File: src/hw/rtl/radial_point_clamp_to_box_assert.svh
// Assertion macros used by the point clamp RTL.
`ifndef RADIAL_POINT_CLAMP_TO_BOX_ASSERT_SVH
`define RADIAL_POINT_CLAMP_TO_BOX_ASSERT_SVH

// Condition that must hold at every clock edge outside reset.
`define RPCB_ASSERT_HOLD(lbl, cond) \
  lbl: assert property (@(posedge clk) disable iff (!rst_n) (cond)) \
    else $error("rpcb check failed");

// Condition that must hold whenever a precondition holds.
`define RPCB_ASSERT_IMPLY(lbl, pre, post) \
  lbl: assert property (@(posedge clk) disable iff (!rst_n) (pre) |-> (post)) \
    else $error("rpcb check failed");

`endif

File: src/hw/rtl/rpcb_pkg.sv
// Types and constants for the radial point clamp.
package rpcb_pkg;

  // Quotient bits produced by the divider chain, one per cell.
  localparam int DIV_BITS = 34;

  // Register indexes on the configuration port.
  localparam logic [2:0] REG_BOX_X_LOW  = 3'd0;
  localparam logic [2:0] REG_BOX_Y_LOW  = 3'd1;
  localparam logic [2:0] REG_BOX_X_HIGH = 3'd2;
  localparam logic [2:0] REG_BOX_Y_HIGH = 3'd3;
  localparam logic [2:0] REG_CENTER_X   = 3'd4;
  localparam logic [2:0] REG_CENTER_Y   = 3'd5;

  typedef struct packed {
    logic signed [31:0] point_x;
    logic signed [31:0] point_y;
  } rpcb_in_t;

  typedef struct packed {
    logic signed [31:0] result_x;
    logic signed [31:0] result_y;
    logic               was_inside;
  } rpcb_out_t;

  // Per-word side data that rides along the divider chain.
  typedef struct packed {
    logic               bypass;
    logic               in_box;
    logic               pick_x;
    logic               ovf;
    logic               neg;
    logic signed [31:0] px;
    logic signed [31:0] py;
    logic signed [31:0] bound;
    logic signed [31:0] center;
  } rpcb_side_t;

  // Partial remainder, dividend bits still to shift in, quotient so far.
  typedef struct packed {
    logic [32:0]         rem;
    logic [DIV_BITS-1:0] numlo;
    logic [DIV_BITS-1:0] q;
  } rpcb_div_t;

endpackage

File: src/hw/rtl/rpcb_div_cell.sv
// One restoring-division cell: produces one quotient bit per word.
module rpcb_div_cell
  import rpcb_pkg::*;
(
  input  logic        clk,
  input  logic        rst_n,
  input  logic        en,
  input  logic        v_in,
  input  rpcb_div_t   d_in,
  input  rpcb_side_t  s_in,
  input  logic [32:0] den_in,
  output logic        v_out,
  output rpcb_div_t   d_out,
  output rpcb_side_t  s_out,
  output logic [32:0] den_out
);

  logic        valid_r;
  rpcb_div_t   d_r;
  rpcb_div_t   d_nxt;
  rpcb_side_t  s_r;
  logic [32:0] den_r;
  logic [33:0] trial;
  logic [34:0] diff;
  logic        ge;

  // Shift in the next dividend bit and try subtracting the divisor.
  always_comb begin
    trial       = {d_in.rem, d_in.numlo[DIV_BITS-1]};
    diff        = {1'b0, trial} - {2'b00, den_in};
    ge          = !diff[34];
    d_nxt.rem   = ge ? diff[32:0] : trial[32:0];
    d_nxt.numlo = {d_in.numlo[DIV_BITS-2:0], 1'b0};
    d_nxt.q     = {d_in.q[DIV_BITS-2:0], ge};
  end

  // Valid bit is control state and is reset.
  always_ff @(posedge clk) begin
    if (!rst_n) begin
      valid_r <= 1'b0;
    end else if (en) begin
      valid_r <= v_in;
    end
  end

  // Payload moves with the pipeline enable.
  always_ff @(posedge clk) begin
    if (en) begin
      d_r   <= d_nxt;
      s_r   <= s_in;
      den_r <= den_in;
    end
  end

  assign v_out   = valid_r;
  assign d_out   = d_r;
  assign s_out   = s_r;
  assign den_out = den_r;

endmodule

File: config.mk
export PLATFORM = sky130hd
export DESIGN_NAME = rpcb_div_cell
export DESIGN_NICKNAME = d
export VERILOG_FILES = /design/src/hw/rtl/radial_point_clamp_to_box_assert.svh /design/src/hw/rtl/rpcb_pkg.sv /design/src/hw/rtl/rpcb_div_cell.sv
export SDC_FILE = /design/constraint.sdc
export NUM_CORES = 1
export LEC_CHECK = 0
export ABC_AREA = 1
export BUFFER_PORTS_ARGS = -buffer_cell sky130_fd_sc_hd__buf_2
export CAP_MARGIN = 20
export CORE_AREA = 8 8 204 206
export DETAILED_ROUTE_END_ITERATION = 12
export DIE_AREA = 0 0 212 214
export GPL_TIMING_DRIVEN = 0
export PLACE_DENSITY = 0.6
export REMOVE_ABC_BUFFERS = 1
export SLEW_MARGIN = 20
export SYNTH_ARGS = -nofsm -noshare
export SYNTH_HDL_FRONTEND = slang
export SYNTH_SLANG_ARGS = --single-unit
File: constraint.sdc
create_clock -name clk -period 5.75 [get_ports clk]
set_clock_uncertainty 0.05 [all_clocks]
set_input_delay 1.15 -clock clk [delete_from_list [all_inputs] [get_ports clk]]
set_output_delay 1.15 -clock clk [all_outputs]
set_load 0.1 [all_outputs]
Word level (Yosys, flattened, before mapping)
Index checks and enable logic that the tools add are counted.
{"block": "word_totals", "ff_bits": 267, "output_inout_bits": 268, "elab_cells": 17}
{"block": "classes", "n_addsub": 1, "mux": 1, "n_reduce_logical": 1}
{"cell": "$sub 34x33->35", "count": 1}
{"cell": "$mux 33", "count": 1}
{"cell": "$logic_not 1->1", "count": 1}

Logic depth before layout (Yosys ltp)
{"block": "depth", "depth_word": 2, "mapped_depth": 15, "depth_no_buf": 15}

Worst setup path before layout
OpenSTA, ideal clock, no wires.
{"block": "synth_timing", "path_type": "input to register", "start": "in d_in[67] (netlist name)", "end": "reg d_r (netlist bit d_out[99]) (data pin)", "setup_time_ns": 0.253, "arrival_ns": 2.535, "required_time_ns": 5.447, "path_slack_ns": 2.912, "path_stages": 13, "path_buffers": 1, "path_cell_list": "inv_1 > ha_1 > inv_1 > fa_1 > nand3_1 > nand3_2 > nand2_2 > nand2_4 > nand2_4 > nand2_8 > buf_6 > nand3_1 > nand2_1"}
{"element": "start, declared", "line": "rpcb_div_cell.sv:9", "text": "input rpcb_div_t d_in,"}
{"element": "end signal, assigned", "line": "rpcb_div_cell.sv:49", "text": "d_r <= d_nxt;"}
{"element": "end, declared", "line": "rpcb_div_cell.sv:19", "text": "rpcb_div_t d_r;"}

==> summary.md <==
| Metric | Value |
|---|---|
| DRC viols | `0` |
| Worst r2r dst | `v_out$_SDFFE_PN0P_` |
| Max Freq | `319 MHz` |
| Critical R2R Launch | `v_out$_SDFFE_PN0P_` |
| CTS hold repair buffers | `0` |
| RSZ-0062 raised after global routing | `no` |
| Flop and latch count out of synthesis | `267` |
| Syn Inst Count | `939` |
| Antenna violations before repair | `14` |
| Synth top area share | `0.707` |
| Max H-tree Level | `1` |
| Synth warn | `0` |
| Launch point of the worst path | `d_in[67]` |
| FF-to-FF setup slack | `5.06 ns` |
| # Post-CTS Setup Buffers | `0` |
| Worst setup EP type | `register` |
| Share of synthesized registers carrying an async set or reset | `0` |
| Power Dens Cells | `390 nW/um2` |
| Synth area leader | `edfxtp_1` |
| Area growth syn-to-layout | `37.2%` |
| Worst reg2reg path depth | `2` |
| Clock-pin slew on the worst setup and hold paths | `0.06 ns` |
| Clk sinks | `267` |
| Ports | `539` |
| Headroom to the max-slew limit | `0.590` |
| Initial Utilization | `0.295` |
| Std cell rows | `72` |
| FILL cells | `3,715` |
| Post-DRT Antenna Nets | `0` |
| Required @ worst endpoint | `6.00 ns` |
| Congestion Overflow GR | `0` |
| Core Area | `38,300 um2` |
| First-pass GRT wire length | `58,200 um` |
| CTS root buffer | `clkbuf_16` |
| Met2 wire len | `21,400 um` |
| Fin. max-slew vios | `0` |
| Top cells by area, synth | `edfxtp_1 71%, nand2_1 9.4%, inv_1 5.0%` |
| Die Wd | `212 um` |
| Top routing layer in use | `met5` |
| Finish-stage setup viols | `0` |
| Worst Setup EP | `d_out[91]$_DFFE_PP_` |
| Syn Area/Cell | `12.0 um2` |
| Vias/cell | `4.32` |
| Port bufs | `536` |
| Ys flop type | `edfxtp_1` |
| Total CTS buffers | `29` |
| Post-cts repair resize count | `0` |
| Clk_lat worst skew | `0.54 ns` |
| Leak Pwr | `7.39 nW` |
| Hold Crit Class | `reg -> reg` |
| Fin crit share | `0.545` |
| DR iter-0 viols | `511` |
| Post-synthesis cell type count | `33` |
| Max-cap violations | `0` |
| Overall die height | `214 um` |
| 1st-pass router iterations | `5` |
| Total routed wirelength | `41,600 um` |
| Post-Syn Area | `11,300 um2` |
| CTS tree | `done` |
| Largest net degree at the start of global routing | `109` |
| Status | `finished, final reports clean` |
| Synth cell count leaders | `282 x nand2_1, 266 x edfxtp_1, 149 x inv_1` |
| CP arrival | `3.38 ns` |
| Startpoint types | `input port` |
| Sequential share of the synthesized area | `0.709` |
| Worst Tran Pin Value | `0.619 ns` |
| WL per Instance | `20.4 um` |
| Detailed placement HPWL | `34,200 um` |
| NumNets Final | `1,803` |
| Via Count | `8,813` |
| Layout cells sized above 1 | `0.401` |
| Crit path time final | `3.13 ns` |
| Via count of the first global-routing pass | `8,711` |
| GPL Wtd Cong | `0.930` |
| Count leader, synth | `nand2_1` |
| Post-route insts no fill | `2,041` |
| Metal-1 WL | `14,300 um` |
| Crit path max fanout | `35` |
| Placed cell count | `1,985` |
| Post-synth EDFFs | `266` |
| Maximum VDD drop | `0.000227 V` |
| Routed met3 length | `4010 um` |
| Critical path type | `in -> reg` |
| Deepest clock path buffer count | `3` |
| Setup TNS | `0 ns` |
| Final hold violation count | `0` |
| GRT Total Usage | `0.173` |
| Die area | `45,400 um2` |
[worst min path at each step]
stage / start / to / slack, ns / depth (start not counted)
finish: v_out$_SDFFE_PN0P_ / v_out$_SDFFE_PN0P_ / 0.49 / 2
CTS: v_out$_SDFFE_PN0P_ / v_out$_SDFFE_PN0P_ / 0.49 / 2
floorplan: v_out$_SDFFE_PN0P_ / v_out$_SDFFE_PN0P_ / 0.94 / 2
global route: v_out$_SDFFE_PN0P_ / v_out$_SDFFE_PN0P_ / 0.53 / 2
detailed placement: v_out$_SDFFE_PN0P_ / v_out$_SDFFE_PN0P_ / 0.48 / 2
global placement: v_out$_SDFFE_PN0P_ / v_out$_SDFFE_PN0P_ / 0.48 / 2
[state kept, by name (all words and copies together), names as in the netlist]
signal	cells
s_out	133
d_out	100
den_out	33
v_out	1
[logic make-up (layout without fill, tap and decap cells)]
group	Yosys count	after routing	share of synthesized area
fa+ha+maj	34	34	0.0383
xor+xnor	14	14	0.0109
flops	267	267	0.709
buf+inv	162	743	0.0576
other cells	1	4	0.000332
simple gates	436	436	0.172
compound gates	25	25	0.0119
[where the power goes]
part           switching [W]  leakage (nW)  total (W)  internal, W
registers          0.0000389          2.61    0.00238      0.00234
clock network       0.000767         0.422    0.00174     0.000972
logic                0.00163          4.35    0.00192     0.000289
total                0.00244          7.39    0.00604      0.00360
[metrics by stage]
stage          worst slack, ns  utilization  power, W  area (um2)  hold WS (ns)
6_report                  2.62        0.405   0.00604       15500         0.491
2_1_floorplan             2.74            -   0.00392       11200         0.936
4_1_cts                   2.59        0.405   0.00612       15500         0.495
5_1_grt                   2.41        0.405   0.00626       15500         0.526
3_5_place_dp              2.00        0.382   0.00436       14600         0.478
3_3_place_gp            -0.324        0.380   0.00436       14500         0.478
[critical path, cell delays in order]
cell and delay, ns:
buf_2 0.09, inv_1 0.06, ha_1 0.14, inv_1 0.09
fa_1 0.44, nand3_1 0.13, nand3_2 0.19, nand2_2 0.15
nand2_4 0.06, nand2_4 0.33, nand2_8 0.26, nand3_2 0.18
nand2_1 0.06
[metal layers]
layer / vias to the layer above / track usage
met4: 12 / 0.0700
met5: - / 0
met2: 346 / 0.317
met3: 87 / 0.0612
met1: 4115 / 0.175
li1: 4253 / -
[layout make-up]
| type | instances | area [um2] | area share |
|---|---|---|---|
| sequential | 267 | 8010 | 0.517 |
| timing repair buffer | 538 | 2750 | 0.177 |
| multi-input combinational | 510 | 2640 | 0.170 |
| clock buffer | 34 | 744 | 0.0480 |
| tap | 518 | 648 | 0.0418 |
| inverter | 152 | 571 | 0.0368 |
| clock inverter | 19 | 134 | 0.00864 |
| antenna | 3 | 7.51 | 0.000484 |
[cell usage in the layout, fill, tap and decap left out, drive strengths merged, types with 2 or more instances in the layout]
cell      instances
xor2             13
and2             12
o21ai             2
o21bai            2
buf             538
ha               33
clkbuf           34
nor3              4
inv             155
a21oi            21
or2               3
nand3            70
clkinvlp          3
nor2             45
nand3b            8
nand2           288
clkinv           12
edfxtp          266
nand4             6
diode             3
(Power assumes the default switching activity.)
